===== config.mk =====
export PLATFORM = sky130hd
export DESIGN_NAME = gregorian_date_difference_flat
export DESIGN_NICKNAME = d
export VERILOG_FILES = /design/src/design/gdd_pkg.sv /design/src/design/gdd_if.sv /design/src/design/gregorian_date_difference.sv /design/src/flat_wrapper.sv
export SDC_FILE = /design/constraint.sdc
export NUM_CORES = 2
export LEC_CHECK = 0
export BUFFER_PORTS_ARGS = -buffer_cell sky130_fd_sc_hd__buf_2
export CORE_MARGIN = 2
export CORE_UTILIZATION = 35
export DETAILED_ROUTE_END_ITERATION = 7
export GPL_TIMING_DRIVEN = 1
export PLACE_DENSITY = 0.49
export SKIP_CTS_REPAIR_TIMING = 1
export SYNTH_ARGS = -nofsm -noshare
export SYNTH_HDL_FRONTEND = slang
export SYNTH_SLANG_ARGS = --single-unit

===== constraint.sdc =====
create_clock -name clk_i -period 4.87 [get_ports clk_i]
set_clock_uncertainty 0.15 [all_clocks]
set_input_delay 0 -clock clk_i [delete_from_list [all_inputs] [get_ports clk_i]]
set_output_delay 0 -clock clk_i [all_outputs]
set_load 0.1 [all_outputs]

===== src/design/gdd_pkg.sv =====
`default_nettype none

package gdd_pkg;

  // field widths
  localparam int unsigned DayW  = 5;
  localparam int unsigned MonW  = 4;
  localparam int unsigned YearW = 14;
  localparam int unsigned DiffW = 23;

  // day number of any date that fits the fields
  localparam int unsigned NumW = 23;

  // widest legal year
  localparam int unsigned MaxYear = 9999;

  // largest magnitude of the difference
  localparam int unsigned DiffMax = 2 ** (DiffW - 1) - 1;

  // floor(x / 100) as (x * Div100Mul) >> Div100Shift, exact for x below 43690
  localparam int unsigned Div100Mul   = 5243;
  localparam int unsigned Div100Shift = 19;
  localparam int unsigned Div100ProdW = YearW + 13;
  localparam int unsigned CentW       = Div100ProdW - Div100Shift;

  localparam int unsigned MonthDaysW = 9;
  localparam int unsigned YearDivW   = YearW - 2;

  // month codes
  localparam logic [MonW-1:0] MonJan = MonW'(1);
  localparam logic [MonW-1:0] MonFeb = MonW'(2);
  localparam logic [MonW-1:0] MonDec = MonW'(12);

  // date after the first pipeline register
  typedef struct packed {
    logic [DayW-1:0]       day;
    logic [MonthDaysW-1:0] mstart;
    logic                  past_feb;
    logic [YearW-1:0]      year;
    logic [YearW-1:0]      prev_year;
    logic [CentW-1:0]      year_cent;
    logic [CentW-1:0]      prev_cent;
  } gdd_s1_t;

  // date after the second pipeline register
  typedef struct packed {
    logic [NumW-1:0]       year_days;
    logic [YearDivW-1:0]   leap_days;
    logic [MonthDaysW-1:0] month_days;
  } gdd_s2_t;

  // days before the first of each month in a common year
  function automatic logic [MonthDaysW-1:0] month_start(input logic [MonW-1:0] mon);
    logic [MonthDaysW-1:0] res;
    unique case (mon)
      4'd1:    res = MonthDaysW'(0);
      4'd2:    res = MonthDaysW'(31);
      4'd3:    res = MonthDaysW'(59);
      4'd4:    res = MonthDaysW'(90);
      4'd5:    res = MonthDaysW'(120);
      4'd6:    res = MonthDaysW'(151);
      4'd7:    res = MonthDaysW'(181);
      4'd8:    res = MonthDaysW'(212);
      4'd9:    res = MonthDaysW'(243);
      4'd10:   res = MonthDaysW'(273);
      4'd11:   res = MonthDaysW'(304);
      4'd12:   res = MonthDaysW'(334);
      default: res = MonthDaysW'(0);
    endcase
    return res;
  endfunction

  // reciprocal multiply in place of a divider
  function automatic logic [CentW-1:0] div100(input logic [YearW-1:0] x);
    logic [Div100ProdW-1:0] prod;
    prod = Div100ProdW'(x) * Div100ProdW'(Div100Mul);
    return prod[Div100ProdW-1:Div100Shift];
  endfunction

endpackage

`default_nettype wire


===== src/design/gdd_if.sv =====
`default_nettype none

interface gdd_in_if import gdd_pkg::*; ();
  logic             valid;
  logic             ready;
  logic [DayW-1:0]  later_day;
  logic [MonW-1:0]  later_month;
  logic [YearW-1:0] later_year;
  logic [DayW-1:0]  earlier_day;
  logic [MonW-1:0]  earlier_month;
  logic [YearW-1:0] earlier_year;

  modport source (
    output valid, later_day, later_month, later_year,
           earlier_day, earlier_month, earlier_year,
    input  ready
  );
  modport sink (
    input  valid, later_day, later_month, later_year,
           earlier_day, earlier_month, earlier_year,
    output ready
  );
endinterface

interface gdd_out_if import gdd_pkg::*; ();
  logic                    valid;
  logic                    ready;
  logic signed [DiffW-1:0] day_difference;
  logic                    date_invalid;

  modport source (output valid, day_difference, date_invalid, input ready);
  modport sink (input valid, day_difference, date_invalid, output ready);
endinterface

`default_nettype wire


===== src/design/gregorian_date_difference.sv =====
// gregorian day-number difference
//
// in_i carries one word per pair of dates (later and earlier day, month,
// year); out_o carries one word per pair: later day number minus earlier
// day number, signed, and a flag for a month or year out of range (the
// difference then reads zero). days are taken as given, unchecked.
//
// four register stages: reciprocal divides by 100, the 365-day multiply,
// the day-number sums, then subtract and clamp into the output register.
// out_o.valid rises once the pair has moved through the stage 1, 2 and 3
// registers into the output register; one word is taken every cycle while the
// receiver keeps up.
//
// valid bits travel with the data. when out_o.ready is low only the
// stages behind a full stage hold, so bubbles close up and in_i.ready
// falls only once all four stages are full; nothing is lost or repeated.
//
// reset clears every valid bit; the data registers keep whatever they
// held, and no output word appears until a new pair is accepted.
`default_nettype none

module gregorian_date_difference import gdd_pkg::*; (
  input  wire logic  clk_i,
  input  wire logic  rst_ni,
  gdd_in_if.sink     in_i,
  gdd_out_if.source  out_o
);

  localparam logic signed [DiffW:0] SatHi = (DiffW + 1)'(DiffMax);
  localparam logic signed [DiffW:0] SatLo = -SatHi;

  // per-stage advance, rippling back from the output register
  logic en1, en2, en3, eno;

  logic v1_q, v2_q, v3_q, vo_q;

  gdd_s1_t s1_l_d, s1_e_d, s1_l_q, s1_e_q;
  logic    inv1_d, inv1_q;
  gdd_s2_t s2_l_d, s2_e_d, s2_l_q, s2_e_q;
  logic    inv2_q;
  logic [NumW-1:0] n_l_d, n_e_d, n_l_q, n_e_q;
  logic    inv3_q;

  logic signed [DiffW:0]   diff_raw;
  logic signed [DiffW-1:0] diff_d, diff_q;
  logic                    inv_o_q;

  assign eno = !vo_q || out_o.ready;
  assign en3 = !v3_q || eno;
  assign en2 = !v2_q || en3;
  assign en1 = !v1_q || en2;

  assign in_i.ready = en1;

  // range check of month and year
  function automatic logic date_ok(input logic [MonW-1:0] mon, input logic [YearW-1:0] yr);
    return (mon >= MonJan) && (mon <= MonDec) && (yr != '0) && (yr <= YearW'(MaxYear));
  endfunction

  // stage 1: lookups and the two divides by 100 per date
  function automatic gdd_s1_t stage1(input logic [DayW-1:0] dy, input logic [MonW-1:0] mon,
                                     input logic [YearW-1:0] yr);
    gdd_s1_t r;
    r.day       = dy;
    r.mstart    = month_start(mon);
    r.past_feb  = (mon > MonFeb);
    r.year      = yr;
    r.prev_year = yr - YearW'(1);
    r.year_cent = div100(yr);
    r.prev_cent = div100(yr - YearW'(1));
    return r;
  endfunction

  // stage 2: leap test, whole-year days and the month part
  function automatic gdd_s2_t stage2(input gdd_s1_t s);
    gdd_s2_t r;
    logic    leap;
    leap = (s.year[1:0] == 2'b00) &&
           ((s.year != YearW'(s.year_cent) * YearW'(100)) || (s.year_cent[1:0] == 2'b00));
    r.year_days  = NumW'(s.prev_year) * NumW'(365);
    // py/4 - py/100 + py/400, never negative
    r.leap_days  = YearDivW'(s.prev_year >> 2) - YearDivW'(s.prev_cent)
                 + YearDivW'(s.prev_cent >> 2);
    r.month_days = MonthDaysW'(s.day) + s.mstart
                 + MonthDaysW'(s.past_feb && leap);
    return r;
  endfunction

  assign s1_l_d = stage1(in_i.later_day, in_i.later_month, in_i.later_year);
  assign s1_e_d = stage1(in_i.earlier_day, in_i.earlier_month, in_i.earlier_year);
  assign inv1_d = !(date_ok(in_i.later_month, in_i.later_year) &&
                    date_ok(in_i.earlier_month, in_i.earlier_year));

  assign s2_l_d = stage2(s1_l_q);
  assign s2_e_d = stage2(s1_e_q);

  // stage 3: day numbers
  assign n_l_d = s2_l_q.year_days + NumW'(s2_l_q.leap_days) + NumW'(s2_l_q.month_days);
  assign n_e_d = s2_e_q.year_days + NumW'(s2_e_q.leap_days) + NumW'(s2_e_q.month_days);

  // stage 4: subtract, clamp, zero on a bad date
  assign diff_raw = $signed({1'b0, n_l_q}) - $signed({1'b0, n_e_q});

  always_comb begin
    if (inv3_q) begin
      diff_d = '0;
    end else if (diff_raw > SatHi) begin
      diff_d = SatHi[DiffW-1:0];
    end else if (diff_raw < SatLo) begin
      diff_d = SatLo[DiffW-1:0];
    end else begin
      diff_d = diff_raw[DiffW-1:0];
    end
  end

  // valid bits
  always_ff @(posedge clk_i or negedge rst_ni) begin
    if (!rst_ni) begin
      v1_q <= 1'b0;
      v2_q <= 1'b0;
      v3_q <= 1'b0;
      vo_q <= 1'b0;
    end else begin
      if (en1) v1_q <= in_i.valid;
      if (en2) v2_q <= v1_q;
      if (en3) v3_q <= v2_q;
      if (eno) vo_q <= v3_q;
    end
  end

  // data registers, loaded only with a valid word
  always_ff @(posedge clk_i) begin
    if (en1 && in_i.valid) begin
      s1_l_q <= s1_l_d;
      s1_e_q <= s1_e_d;
      inv1_q <= inv1_d;
    end
    if (en2 && v1_q) begin
      s2_l_q <= s2_l_d;
      s2_e_q <= s2_e_d;
      inv2_q <= inv1_q;
    end
    if (en3 && v2_q) begin
      n_l_q  <= n_l_d;
      n_e_q  <= n_e_d;
      inv3_q <= inv2_q;
    end
    if (eno && v3_q) begin
      diff_q  <= diff_d;
      inv_o_q <= inv3_q;
    end
  end

  assign out_o.valid          = vo_q;
  assign out_o.day_difference = diff_q;
  assign out_o.date_invalid   = inv_o_q;

endmodule

`default_nettype wire


===== src/flat_wrapper.sv =====
// flat-port wrapper written by rule: the top's interface ports become plain ports
module gregorian_date_difference_flat import gdd_pkg::*;
  (clk_i, rst_ni, in_i_valid, in_i_later_day, in_i_later_month, in_i_later_year, in_i_earlier_day, in_i_earlier_month, in_i_earlier_year, in_i_ready, out_o_valid, out_o_day_difference, out_o_date_invalid, out_o_ready);
  gdd_in_if in_i_i ();
  gdd_out_if out_o_i ();
  input  wire logic clk_i;
  input  wire logic rst_ni;
  input wire logic [$bits(in_i_i.valid)-1:0] in_i_valid;
  input wire logic [$bits(in_i_i.later_day)-1:0] in_i_later_day;
  input wire logic [$bits(in_i_i.later_month)-1:0] in_i_later_month;
  input wire logic [$bits(in_i_i.later_year)-1:0] in_i_later_year;
  input wire logic [$bits(in_i_i.earlier_day)-1:0] in_i_earlier_day;
  input wire logic [$bits(in_i_i.earlier_month)-1:0] in_i_earlier_month;
  input wire logic [$bits(in_i_i.earlier_year)-1:0] in_i_earlier_year;
  output wire logic [$bits(in_i_i.ready)-1:0] in_i_ready;
  output wire logic [$bits(out_o_i.valid)-1:0] out_o_valid;
  output wire logic [$bits(out_o_i.day_difference)-1:0] out_o_day_difference;
  output wire logic [$bits(out_o_i.date_invalid)-1:0] out_o_date_invalid;
  input wire logic [$bits(out_o_i.ready)-1:0] out_o_ready;
  assign in_i_i.valid = in_i_valid;
  assign in_i_i.later_day = in_i_later_day;
  assign in_i_i.later_month = in_i_later_month;
  assign in_i_i.later_year = in_i_later_year;
  assign in_i_i.earlier_day = in_i_earlier_day;
  assign in_i_i.earlier_month = in_i_earlier_month;
  assign in_i_i.earlier_year = in_i_earlier_year;
  assign in_i_ready = in_i_i.ready;
  assign out_o_valid = out_o_i.valid;
  assign out_o_day_difference = out_o_i.day_difference;
  assign out_o_date_invalid = out_o_i.date_invalid;
  assign out_o_i.ready = out_o_ready;
  gregorian_date_difference u_core (.clk_i(clk_i), .rst_ni(rst_ni), .in_i(in_i_i), .out_o(out_o_i));
endmodule

==> results.txt <==
status = complete, but fails checks
failing checks = negative hold slack, negative setup slack
Clock Path Buffers = 3
Rows = 115
cell mode on critical path = fa_1
Max Slew Vio Count = 0
Arrival @ worst endpoint = 5.64 ns
Core Util, Final = 43.8%
Hold Worst Slack = -0.0110 ns
dpl ws = -1.43 ns
max_cap viols = 0
fin worst setup slack = -0.625 ns
GP Congestion = 0.806
Critical Path End Type = flop
placed insts = 4939
Reg power frac = 15.3%
CTS tree = built
Seq/Total Area, Yosys = 24.5%
Final Hold Vio Count = 1
Hold Path Sink = u_core.s1_l_q[21]
detailed-route via count = 22900
# clock sinks = 283
Power Dens Cells = 718 nW/um^2
Post-synth EDFFs = 279
fin nets = 4919
DRT iter0 DRCs = 806
vias in the first global route = 23900
RSZ-0062 raised after global routing = yes
total track usage = 15.2%
worst-path maximum fanout = 5
Die Footprint = 101000 um^2
Crit. path cell count = 27
synth unique cells = 77
Worst Path Buf+Inv = 5
FF-to-FF path depth = 20
reg2reg setup slack = -0.34 ns
Ports = 76
die width = 318 um
global-route wire length before repair = 124000 um
CP delay by family, top = adder cells
Detailed Routing Iterations Pass 1 = 5
Max VDD drop = 0.000407 V
Slew @ Worst Pin = 1.11 ns
Post-Syn Nets = 4354
dpl hpwl = 64500 um
Rel. slew slack = 25.8%
Combinational Power Share = 75.2%
Hold Startpoint = in_i_later_year[5]
CP Launch Type = input pin
clock slew seen by the registers of the worst setup and hold paths = 0.06 ns
number of port buffers = 75
post-synthesis register bit count = 283
Async S/R FF share, synth = 1.41%
switch share = 45.4%
Fillers = 9379
Clock Latency Late Sink = 0.55 ns
RR Startpoint = u_core.s1_l_q[10]
fin crit share = 113%
Hold Crit Class = in -> reg
mapped cell area = 34600 um^2
Placeable Area = 98100 um^2
Final setup viols = 23
Hold Path Depth = 4
clock root buffer = clkbuf_16
Mapped Cells = 3237
DRC viols = 0
Fmax = 0.182 GHz
critical path's largest stage delay = 0.50 ns
Ys Warns = 0
post-route ant nets = 0
H-tree levels = 2
vias per inst = 4.47
initial antenna violation count = 5
Num CTS Buffers = 37
overflow left after global routing = 0
CP max-delay cell = fa_1
final WL = 76100 um
initial core utilization = 35.2%
Leak Pwr = 21.1 nW
Clock Power Share = 9.5%
WL per Instance = 14.9 um
# diodes = 0
Die Ht = 318 um
Switching Power = 14.0 mW
layout cells sized above 1 = 19.9%
prevailing post-synth register cell = edfxtp_1
largest net degree at the start of global routing = 118
Final Non-Filler Cells = 5117
Worst EP required = 5.01 ns
Int Power = 16.9 mW
min Tclk post-route = 5.49 ns
Crit Path Category = in -> reg
Area Growth Syn to Fin = 24.3%
Synth Area per Inst = 10.7 um^2
reg2reg end = u_core.s2_l_q[8]
==> layout by cell type, fill, tap and decap left out, types with 7 or more instances in the layout <==
master         instances
clkinvlp_4            12
buf_6                 20
o21ai_1               18
nor3_1                37
a211oi_1               8
nor2b_1               29
ha_4                  44
a21oi_2               12
buf_4                389
o21ai_0               53
nand2b_1              18
xor2_1                61
clkbuf_16             38
a21boi_0               7
xnor2_2               17
dlygate4sd3_1         59
nand3_1               45
a211oi_2               7
buf_2                 71
bufinv_16              7
mux2i_1                7
and3_1                11
edfxtp_1             279
ha_1                 640
or3_1                 13
inv_2                 22
xnor2_4                9
a21oi_1               97
o21a_1                15
nand4_1               24
xnor2_1              134
o21ai_2                8
fa_1                 371
nand2_1               79
a31oi_1               13
a21o_1                52
nor2_1               113
inv_1                793
==> per-layer routing <==
| layer | track usage, % | share of wire [%] | up-vias |
|---|---|---|---|
| met5 | 0 | 0.051 | - |
| met4 | 2.43 | 1.2 | 6 |
| met3 | 1.75 | 2.3 | 64 |
| met2 | 25.7 | 48 | 197 |
| met1 | 21.1 | 49 | 10900 |
| li1 | - | - | 11700 |
==> registers in the layout, summed over array words and instances, names as in the netlist <==
signal and count:
u_core.v3_q 1, u_core.inv2_q 1, u_core.inv1_q 1, u_core.n_l_q 23, u_core.s1_l_q 59, u_core.s2_l_q 44
u_core.out_o.day_difference 23, u_core.out_o.date_invalid 1, u_core.s1_e_q 59, u_core.v1_q 1, u_core.n_e_q 23, u_core.inv3_q 1
u_core.v2_q 1, u_core.out_o.valid 1, u_core.s2_e_q 44
==> tightest hold or removal path: cells and delay by family <==
kind / cells / cell delay [ns]
buffers and inverters: 3 / 0.41
xor gates and xnor gates: 1 / 0.17
==> worst max-delay path by stage <==
stage / startpoint / end / slack, ns
CTS: in_i_later_year[1] / u_core.s1_l_q[7] / -0.85
floorplan: in_i_later_year[2] / u_core.s1_l_q[7] / -1.01
global route: in_i_later_year[2] / u_core.s1_l_q[7] / -0.86
finish: in_i_later_year[1] / u_core.s1_l_q[7] / -0.62
detailed placement: in_i_later_year[1] / u_core.s1_l_q[7] / -1.43
global placement: in_i_later_year[1] / u_core.s1_l_q[7] / -1.36
==> power groups by stage <==
stage / combinational [mW] / sequential, mW / clock, mW
4_1_cts: 21.7 / 4.72 / 3.04
2_1_floorplan: 15.1 / 5.34 / 0
6_report: 23.2 / 4.71 / 2.94
3_3_place_gp: 21.5 / 4.75 / 0
3_5_place_dp: 21.5 / 4.76 / 0
5_1_grt: 26.6 / 4.80 / 3.13
==> cell usage after synthesis, types with 5 or more instances <==
master | count | area, um^2
a21boi_0 | 17 | 128
a211oi_1 | 14 | 105
o21ai_1 | 5 | 25.0
nor3_1 | 38 | 190
o22ai_1 | 6 | 37.5
a31oi_1 | 13 | 81.3
fa_1 | 377 | 7550
xor2_1 | 63 | 552
nor4_1 | 6 | 37.5
o2111ai_1 | 7 | 61.3
or4_1 | 6 | 45.0
nor2b_1 | 30 | 188
ha_1 | 690 | 8630
o21a_1 | 15 | 113
nor2_1 | 116 | 435
nand3_1 | 49 | 245
o41a_1 | 6 | 67.6
clkbuf_1 | 12 | 45.0
mux2i_1 | 7 | 70.1
nand4_1 | 24 | 150
nand2_1 | 84 | 315
xnor2_1 | 160 | 1400
o31ai_1 | 6 | 45.0
o21bai_1 | 11 | 82.6
or3_1 | 14 | 87.6
o21ai_0 | 76 | 380
inv_1 | 828 | 3110
edfxtp_1 | 279 | 8380
nand2b_1 | 19 | 119
and3_1 | 11 | 68.8
a21oi_1 | 110 | 551
a21o_1 | 52 | 390
==> logic make-up after synthesis <==
logic type	count (synthesis)	synth area share [%]
AOI/OAI and AO/OA	383	7.28
adders and majority gates	1067	46.8
and+or+nand+nor	423	6.06
xor gates and xnor gates	223	5.65
muxes	13	0.463
DFF	283	24.5
buffers and inverters	845	9.19
==> per-stage QoR <==
step / cell area (um^2) / total power [mW] / setup TNS, ns
after floorplan: 35000 / 20.5 / -9.32
after global placement: 39600 / 26.2 / -23.36
after detailed placement: 39600 / 26.3 / -23.92
after CTS: 40900 / 29.5 / -11.57
after global routing: 43000 / 34.5 / -10.73
final: 43000 / 30.9 / -5.55
==> final cells by class <==
cell class / instances / area, um^2 / share of cell area (%)
repair buffers: 543 / 4160 / 9.69
clock inverters: 22 / 319 / 0.743
flip-flops and latches: 283 / 8480 / 19.7
clock buffers: 45 / 997 / 2.32
well taps: 1287 / 1610 / 3.75
multi-input cells: 2109 / 24200 / 56.4
inverters: 828 / 3150 / 7.34
Note: power is estimated with default switching activity, not from simulation.
